**config.mk**
```make
export PLATFORM = sky130hd
export DESIGN_NAME = aes_round
export DESIGN_NICKNAME = d
export VERILOG_FILES = /design/src/aes_pkg.sv /design/src/aes_round.sv
export SDC_FILE = /design/constraint.sdc
export NUM_CORES = 2
export LEC_CHECK = 0
export BUFFER_PORTS_ARGS = -buffer_cell sky130_fd_sc_hd__buf_2
export CORE_ASPECT_RATIO = 1.25
export CORE_MARGIN = 2
export CORE_UTILIZATION = 40
export DETAILED_ROUTE_END_ITERATION = 10
export PLACE_DENSITY_LB_ADDON = 0.08
export RECOVER_POWER = 100
export SLEW_MARGIN = 20
export SYNTH_ARGS = -nofsm -noshare
export SYNTH_HDL_FRONTEND = slang
export SYNTH_SLANG_ARGS = --single-unit
export TNS_END_PERCENT = 5
```
**constraint.sdc**
```tcl
create_clock -name clk -period 0.8 [get_ports clk]
set_input_delay 0.16 -clock clk [delete_from_list [all_inputs] [get_ports clk]]
set_output_delay 0.16 -clock clk [all_outputs]
set_load 0.01 [all_outputs]
```
**src/aes_pkg.sv**
```systemverilog
// package for the aes-128 encryption pipeline
// holds payload structs, the sbox table and round helper functions; no dependencies
package aes_pkg;

    localparam int ROUND_COUNT = 10;
    localparam int CFG_IDX_W   = 1;
    localparam int CFG_DATA_W  = 64;

    localparam logic [CFG_IDX_W-1:0] REG_KEY_UPPER = 1'd0;
    localparam logic [CFG_IDX_W-1:0] REG_KEY_LOWER = 1'd1;

    typedef struct packed {
        logic [63:0] plain_upper;
        logic [63:0] plain_lower;
    } aes_in_t;

    typedef struct packed {
        logic [63:0] cipher_upper;
        logic [63:0] cipher_lower;
    } aes_out_t;

    typedef logic [127:0] aes_state_t;
    typedef logic [127:0] aes_rkey_t;

    localparam logic [7:0] SBOX [256] = '{
        8'h63,8'h7c,8'h77,8'h7b,8'hf2,8'h6b,8'h6f,8'hc5,8'h30,8'h01,8'h67,8'h2b,8'hfe,8'hd7,8'hab,8'h76,
        8'hca,8'h82,8'hc9,8'h7d,8'hfa,8'h59,8'h47,8'hf0,8'had,8'hd4,8'ha2,8'haf,8'h9c,8'ha4,8'h72,8'hc0,
        8'hb7,8'hfd,8'h93,8'h26,8'h36,8'h3f,8'hf7,8'hcc,8'h34,8'ha5,8'he5,8'hf1,8'h71,8'hd8,8'h31,8'h15,
        8'h04,8'hc7,8'h23,8'hc3,8'h18,8'h96,8'h05,8'h9a,8'h07,8'h12,8'h80,8'he2,8'heb,8'h27,8'hb2,8'h75,
        8'h09,8'h83,8'h2c,8'h1a,8'h1b,8'h6e,8'h5a,8'ha0,8'h52,8'h3b,8'hd6,8'hb3,8'h29,8'he3,8'h2f,8'h84,
        8'h53,8'hd1,8'h00,8'hed,8'h20,8'hfc,8'hb1,8'h5b,8'h6a,8'hcb,8'hbe,8'h39,8'h4a,8'h4c,8'h58,8'hcf,
        8'hd0,8'hef,8'haa,8'hfb,8'h43,8'h4d,8'h33,8'h85,8'h45,8'hf9,8'h02,8'h7f,8'h50,8'h3c,8'h9f,8'ha8,
        8'h51,8'ha3,8'h40,8'h8f,8'h92,8'h9d,8'h38,8'hf5,8'hbc,8'hb6,8'hda,8'h21,8'h10,8'hff,8'hf3,8'hd2,
        8'hcd,8'h0c,8'h13,8'hec,8'h5f,8'h97,8'h44,8'h17,8'hc4,8'ha7,8'h7e,8'h3d,8'h64,8'h5d,8'h19,8'h73,
        8'h60,8'h81,8'h4f,8'hdc,8'h22,8'h2a,8'h90,8'h88,8'h46,8'hee,8'hb8,8'h14,8'hde,8'h5e,8'h0b,8'hdb,
        8'he0,8'h32,8'h3a,8'h0a,8'h49,8'h06,8'h24,8'h5c,8'hc2,8'hd3,8'hac,8'h62,8'h91,8'h95,8'he4,8'h79,
        8'he7,8'hc8,8'h37,8'h6d,8'h8d,8'hd5,8'h4e,8'ha9,8'h6c,8'h56,8'hf4,8'hea,8'h65,8'h7a,8'hae,8'h08,
        8'hba,8'h78,8'h25,8'h2e,8'h1c,8'ha6,8'hb4,8'hc6,8'he8,8'hdd,8'h74,8'h1f,8'h4b,8'hbd,8'h8b,8'h8a,
        8'h70,8'h3e,8'hb5,8'h66,8'h48,8'h03,8'hf6,8'h0e,8'h61,8'h35,8'h57,8'hb9,8'h86,8'hc1,8'h1d,8'h9e,
        8'he1,8'hf8,8'h98,8'h11,8'h69,8'hd9,8'h8e,8'h94,8'h9b,8'h1e,8'h87,8'he9,8'hce,8'h55,8'h28,8'hdf,
        8'h8c,8'ha1,8'h89,8'h0d,8'hbf,8'he6,8'h42,8'h68,8'h41,8'h99,8'h2d,8'h0f,8'hb0,8'h54,8'hbb,8'h16
    };

    // round constants for key expansion rounds 1..10
    localparam logic [7:0] RCON [ROUND_COUNT] = '{
        8'h01,8'h02,8'h04,8'h08,8'h10,8'h20,8'h40,8'h80,8'h1b,8'h36
    };

    // byte k of the block sits at bits 127-8k
    function automatic logic [7:0] get_byte(input aes_state_t s, input int k);
        get_byte = s[127-8*k -: 8];
    endfunction

    function automatic logic [7:0] gf_double(input logic [7:0] v);
        gf_double = {v[6:0], 1'b0} ^ (v[7] ? 8'h1b : 8'h00);
    endfunction

    // subbytes plus shiftrows
    function automatic aes_state_t sub_shift(input aes_state_t s);
        aes_state_t t;
        t = '0;
        for (int c = 0; c < 4; c++)
            for (int r = 0; r < 4; r++)
                t[127-8*(4*c+r) -: 8] = SBOX[get_byte(s, 4*((c+r)%4)+r)];
        sub_shift = t;
    endfunction

    function automatic aes_state_t mix_cols(input aes_state_t s);
        aes_state_t t;
        logic [7:0] a0, a1, a2, a3, all;
        t = '0;
        for (int c = 0; c < 4; c++)
        begin
            a0  = get_byte(s, 4*c);
            a1  = get_byte(s, 4*c+1);
            a2  = get_byte(s, 4*c+2);
            a3  = get_byte(s, 4*c+3);
            all = a0 ^ a1 ^ a2 ^ a3;
            t[127-8*(4*c)   -: 8] = a0 ^ all ^ gf_double(a0 ^ a1);
            t[127-8*(4*c+1) -: 8] = a1 ^ all ^ gf_double(a1 ^ a2);
            t[127-8*(4*c+2) -: 8] = a2 ^ all ^ gf_double(a2 ^ a3);
            t[127-8*(4*c+3) -: 8] = a3 ^ all ^ gf_double(a3 ^ a0);
        end
        mix_cols = t;
    endfunction

    // one step of the key schedule: previous round key to next
    function automatic aes_rkey_t next_rkey(input aes_rkey_t k, input logic [7:0] rc);
        logic [31:0] w0, w1, w2, w3, t;
        w0 = k[127:96];
        w1 = k[95:64];
        w2 = k[63:32];
        w3 = k[31:0];
        t  = {SBOX[w3[23:16]], SBOX[w3[15:8]], SBOX[w3[7:0]], SBOX[w3[31:24]]}
             ^ {rc, 24'h0};
        w0 = w0 ^ t;
        w1 = w1 ^ w0;
        w2 = w2 ^ w1;
        w3 = w3 ^ w2;
        next_rkey = {w0, w1, w2, w3};
    endfunction

endpackage

```
**src/aes_round.sv**
```systemverilog
// one cipher round stage: subbytes, shiftrows, optional mixcolumns, addroundkey
// registered output with valid; depends on aes_pkg
module aes_round (
    input  logic                clk,
    input  logic                rst_n,
    input  logic                last_round,
    input  logic                in_valid,
    input  aes_pkg::aes_state_t in_state,
    input  aes_pkg::aes_rkey_t  round_key,
    output logic                out_valid,
    output aes_pkg::aes_state_t out_state
);
    import aes_pkg::*;

    logic       valid_reg;
    aes_state_t state_reg;
    aes_state_t state_next;
    aes_state_t shifted;

    // round datapath
    always_comb
    begin
        shifted    = sub_shift(in_state);
        state_next = (last_round ? shifted : mix_cols(shifted)) ^ round_key;
    end

    always_ff @(posedge clk or negedge rst_n)
    begin
        if (!rst_n)
            valid_reg <= 1'b0;
        else
            valid_reg <= in_valid;
    end

    always_ff @(posedge clk)
    begin
        if (in_valid)
            state_reg <= state_next;
    end

    assign out_valid = valid_reg;
    assign out_state = state_reg;

endmodule

```
# After elaboration in Yosys (flattened, before gate mapping)

Memories as Yosys holds them, arrays and structs flattened.
Index checks and enable logic that the tools add are counted.

Multiply operators: 0
Bitwise logic cells: 89
$add $sub $neg: 0
Reduce and logical (&&, ||, !) cells: 0
Mux-type cells: 49
Div/mod/pow operators: 0
Shift-type cells: 0
Magnitude comparators: 16
Equality and inequality tests: 0

Operators with widths:

| kind                                       | number |
|---|---|
| bitwise XOR 8 bit                          | 56 |
| 2-to-1 mux 8 bit                           | 32 |
| >= comparator 9 bit, second input constant | 16 |
| NOT 8 -> 9 bit                             | 16 |
| 2-to-1 mux 128 bit                         | 1 |
| bitwise XOR 128 bit                        | 1 |
| bitwise XOR 8 x 5 -> 8 bit                 | 16 |
| 2-to-1 mux 5 bit                           | 16 |

Memories kept: 16
RAM bits: 0
Bits in read-only memories: 32768
Input bits: 260
Latch bits: 0
Register bits: 129
Output and inout port bits: 129
Logic and storage cells: 172

Memory list:

| memory           | depth | bits a word | rd ports | clocked after Yosys merged registers in | wr ports | RTL line      | source |
|---|---|---|---|---|---|---|---|
| (name not given) | 256   | 8           | 1        | 0                                       | 0        | aes_pkg.sv:64 | `t[127-8*(4*c+r) -: 8] = SBOX[get_byte(s, 4*((c+r)%4)+r)];` |
| (name not given) | 256   | 8           | 1        | 0                                       | 0        | aes_pkg.sv:64 |  |
| (name not given) | 256   | 8           | 1        | 0                                       | 0        | aes_pkg.sv:64 |  |
| (name not given) | 256   | 8           | 1        | 0                                       | 0        | aes_pkg.sv:64 |  |
| (name not given) | 256   | 8           | 1        | 0                                       | 0        | aes_pkg.sv:64 |  |
| (name not given) | 256   | 8           | 1        | 0                                       | 0        | aes_pkg.sv:64 |  |
| +10 memories     | n/a   | n/a         | n/a      | n/a                                     | n/a      | n/a           |  |

# Logic depth before layout (Yosys ltp)

Depth after elaboration: 11
Mapped depth: 18
Gate-level depth less buffers: 13

# Least setup slack after synthesis

No wires, ideal clock.

Path kind: input port to flip-flop
From: input port in_state[97]
To: register state_reg[88] (netlist: out_state[88]) (data pin)
Arrival time: 3.635 ns
Buffers on the path: 4
Required time: 0.537 ns
Setup time: 0.263 ns
Cell stages on the path: 17
Path slack: -3.098 ns
Cells stage by stage: clkbuf_1 clkbuf_1 inv_1 ha_1 clkbuf_1 clkbuf_1 nor3b_1 a211oi_1 a311oi_1 a211oi_1 o21ai_0 o31ai_4 xor2_1 xor2_1 xnor2_1 mux2i_1 xor2_1

Longest elaborated chain between the ends: 9

Ends and longest elaborated chain:

| what                                                | RTL line        | source |
|---|---|---|
| from (decl)                                         | aes_round.sv:8  | `input aes_pkg::aes_state_t in_state,` |
| NOT 8 -> 9 bit (implied by the code)                | aes_pkg.sv:64   |  |
| memory read (256 x 8 bit)                           | n/a             |  |
| 2-to-1 mux 8 bit (implied by the code) (2 in a row) | aes_pkg.sv:64   |  |
| bitwise XOR 8 bit                                   | aes_pkg.sv:78   | `all = a0 ^ a1 ^ a2 ^ a3;` |
| bitwise XOR 8 bit (2 in a row)                      | aes_pkg.sv:79   | `t[127-8*(4*c) -: 8] = a0 ^ all ^ gf_double(a0 ^ a1);` |
| 2-to-1 mux 128 bit                                  | aes_round.sv:24 | `state_next = (last_round ? shifted : mix_cols(shifted)) ^ round_key;` |
| bitwise XOR 128 bit                                 | aes_round.sv:24 |  |
| via state_next[88]                                  | aes_round.sv:17 | `aes_state_t state_next;` |
| to (signal assigned)                                | aes_round.sv:38 | `state_reg <= state_next;` |
| to (decl)                                           | aes_round.sv:16 | `aes_state_t state_reg;` |

The timed path passes the listed nets, and every way through them passes these cells. The select of a mux whose other input is x is not followed.
A chain may end at the register's enable or synchronous reset.

# Worst setup path in the final report

From: input port in_state[113]
To: register state_reg[0] (netlist: out_state[0]) (data pin)

Longest elaborated chain between the ends: 11

Ends and longest elaborated chain:

| what                                                | RTL line        | source |
|---|---|---|
| NOT 8 -> 9 bit (implied by the code)                | aes_pkg.sv:64   |  |
| memory read (256 x 8 bit)                           | n/a             |  |
| 2-to-1 mux 8 bit (implied by the code) (2 in a row) | aes_pkg.sv:64   |  |
| bitwise XOR 8 bit (3 in a row)                      | aes_pkg.sv:78   |  |
| bitwise XOR 8 bit (2 in a row)                      | aes_pkg.sv:82   | `t[127-8*(4*c+3) -: 8] = a3 ^ all ^ gf_double(a3 ^ a0);` |
| 2-to-1 mux 128 bit                                  | aes_round.sv:24 |  |
| bitwise XOR 128 bit                                 | aes_round.sv:24 |  |
| via state_next[0]                                   | aes_round.sv:17 |  |

The timed path passes the listed nets, and every way through them passes these cells. The select of a mux whose other input is x is not followed.

==> metrics.txt <==
run status finished, violations left; failing checks negative setup slack; worst setup path class input pin to register; routed vias 103k; maximum fanout along the worst path 7; Area growth, synth to finish 61.5%; post-synthesis cell type count about 140; crit path from in_state[113]; Die W around 360 um; Top FF cell, synth edfxtp_1; vias in the first global route between 90k and 100k; # H-tree levels 4; Worst Path Buf+Inv 5; register area share after synthesis 0.0597; worst setup path end out_state[0]; Core ar. roughly 0.16 mm^2; initial core utilization 0.402; Worst path depth 16; DR WL met3 around 55,000 um; Reg area roughly 0.0039 mm^2; cell taking the most area after synthesis o21ai_0; worst setup margin -2.30 ns; Fill cells ~14k; clk sink count 129; wire per inst around 28 um; RSZ-0062 raised after global routing yes; Post-Syn Nets between 10k and 15k; Layout Nets ~13k; Pleak about 0.044 uW; uppermost layer routed met5; fraction of registers with async set/reset 0.00775; Core Util, Final 0.649; M1 wire length 146,000 um; Fin. Hold Viols 0; largest stage delay on the critical path slightly below 0.5 ns; MaxCap Viol Count 0; starting DRC count in detailed routing 17.6k; Routed WL ~420,000 um; Pwr Density 1150 mW/mm^2; met2 WL about 180,000 um; DIE AREA 0.165 mm^2; Arrival @ worst endpoint around 3.4 ns; largest net degree at the start of global routing 49; CP required ~1.1 ns; CTS clk-pin slew, worst paths around 0.10 ns; #FFs+latches synth 129; GRT overflow 0; DIE HEIGHT 454 um; Detailed Routing Iterations Pass 1 10; post-synth top area share 0.0615; Slew Viols, Final 0; routability cong. between 1 and 1.5; detailed placement HPWL about 320,000 um; clock buffer depth 2; top post-synthesis cells by area o21ai_0 6.2%, edfxtp_1 5.9%, a21oi_1 5.9%; family with the most delay on the worst path compound AO/OA/AOI/OAI gates; std cell rows approximately 170; GRT Util Overall 0.479; DRC viols 0; area of the multi-input gates 0.0608 mm^2; Fmax about 0.32 GHz; Vias per Instance around 6.8; Syn Area/Cell between 6 and 7 um^2; Mapped Cells 9,568; Tcrit/Tclk final 3.87; initial antenna violation count 31; Slew headroom 0.465; Synth Warn # 0; Peak VDD IR 2.25 mV; worst-margin pin slew slightly below 0.8 ns; CTS Root Cell clkbuf_16; number of buffers created by CTS 17; Final Setup Violations roughly 380; CP Cell Sequence buf_8 -> clkinvlp_4 -> ha_4 -> buf_6 -> inv_4 -> mux4_2 -> o221ai_2 -> o211ai_1 -> a211oi_2 -> a21oi_4 -> xor2_4 -> xor2_1 -> xnor2_1 -> o21ai_2 -> buf_4 -> xnor2_1; Cell Area, Synth 0.0648 mm^2; Setup crit end kind register; Max stage delay cell, worst path mux4_2; Post-Place Setup Slack -3.18 ns; TritonCTS clock tree yes; io pins 389; global-route wire length before repair about 610,000 um; antenna viol nets, final 0; layout cell share with drive strength beyond 1 0.433; Hold Path Class input pin to register; minimum clock period ~3.1 ns; Crit path top cell by count xnor2_1; Buffers on Ports 388; Critical Path Start Type input pin; number of synthesized flops with an enable pin 128
==> worst min path at each step <==
stage	from	end	slack, ns	depth (start not counted)
floorplan	rst_n	out_valid	-0.14	0
global placement	rst_n	out_valid	-0.07	1
detailed placement	rst_n	out_valid	-0.06	1
CTS	round_key[124]	out_state[124]	0.0007	2
global route	round_key[105]	out_state[105]	0.03	2
finish	round_key[31]	out_state[31]	0.03	3
==> cells by family (layout without fill, tap and decap cells) <==
kind of cell | count (synthesis) | in the layout | share of synthesized area
AOI/OAI and AO/OA | 3670 | 3670 | 0.389
buffers and inverters | 1308 | 4696 | 0.0942
other | 0 | 24 | 0
DFF | 129 | 129 | 0.0597
and+or+nand+nor | 3328 | 3328 | 0.256
adders and majority gates | 237 | 237 | 0.0457
muxes | 302 | 302 | 0.0710
xor gates and xnor gates | 594 | 594 | 0.0840
==> power breakdown <==
part	internal, uW	switching, uW
Combinational	46500	53500
Sequential	10800	1680
Clock	3970	4390
==> stage by stage <==
step	hold slack [ns]	cell area, um^2	total power [uW]	TNS [ns]	std cells
floorplan	-0.136	65700	56600	-314.50	9568
global placement	-0.0653	95700	97000	-400.70	14872
detailed placement	-0.0649	95700	98000	-405.08	14872
CTS	0.000715	102000	113000	-328.36	15086
global route	0.0348	105000	125000	-361.95	15142
finish	0.0264	105000	121000	-353.12	15151
==> metal layers <==
metal,global-route usage,vias to the layer above
met4,0.368,20
met1,0.561,47462
met3,0.136,2829
li1,-,43017
met5,0,-
met2,0.737,9375
==> registers in the layout, indices dropped and copies added (netlist names) <==
signal / flops
out_state: 128
out_valid: 1
==> final cells by class <==
class | count | area share
well taps | 2171 | 0.0259
diodes | 24 | 0.000573
inverters | 169 | 0.00721
clock buffers | 17 | 0.00406
repair buffers | 4495 | 0.344
flip-flops and latches | 129 | 0.0369
multi-input cells | 8131 | 0.580
clock inverters | 15 | 0.00104
==> synthesized netlist by cell type, drive strengths merged (28+ instances only) <==
library cell / n
o311ai: 165
and3: 60
nor3b: 46
a211o: 71
o2111ai: 79
mux2i: 154
mux4: 122
a311oi: 162
xor2: 193
a211oi: 230
a311o: 50
o31ai: 97
a21oi: 760
nand3: 318
nand4: 48
inv: 148
nand2b: 348
nor4: 45
ha: 237
a221o: 29
or2: 82
nand3b: 28
nor3: 332
nor2: 704
a32oi: 44
edfxtp: 128
o211ai: 188
o21ai: 835
buf: 645
o221ai: 82
a221oi: 75
a31oi: 207
and2: 105
o22ai: 78
or3: 53
xnor2: 398
a22oi: 41
o32ai: 37
nand2: 814
a21o: 52
nor2b: 270
a2111oi: 73
clkbuf: 494
o21a: 37
o311a: 39
==> cell usage in the layout (no fill, tap or decap), types with 166 or more instances in the layout <==
cell type,instances
buf_4,3705
nor3_1,296
nand3_1,313
buf_2,334
o21ai_0,712
nor2_1,650
nand2b_1,302
nor2b_1,199
buf_12,166
nand2_1,786
a21oi_1,710
xnor2_1,318
o211ai_1,186
a31oi_1,191
a211oi_1,198
==> repair_timing <==
| action | 4_1_cts | 5_1_grt |
|---|---|---|
| pin swaps | 217 | 208 |
| hold buffers | 105 | 0 |
| cloned | 0 | 2 |
| endpoints found under the setup margin | 257 | 259 |
| gates resized for setup | 825 | 602 |
| setup buffers | 84 | 47 |
| hold endpoints to repair | 105 | 0 |
No activity file was read; power rests on OpenSTA's default activity.
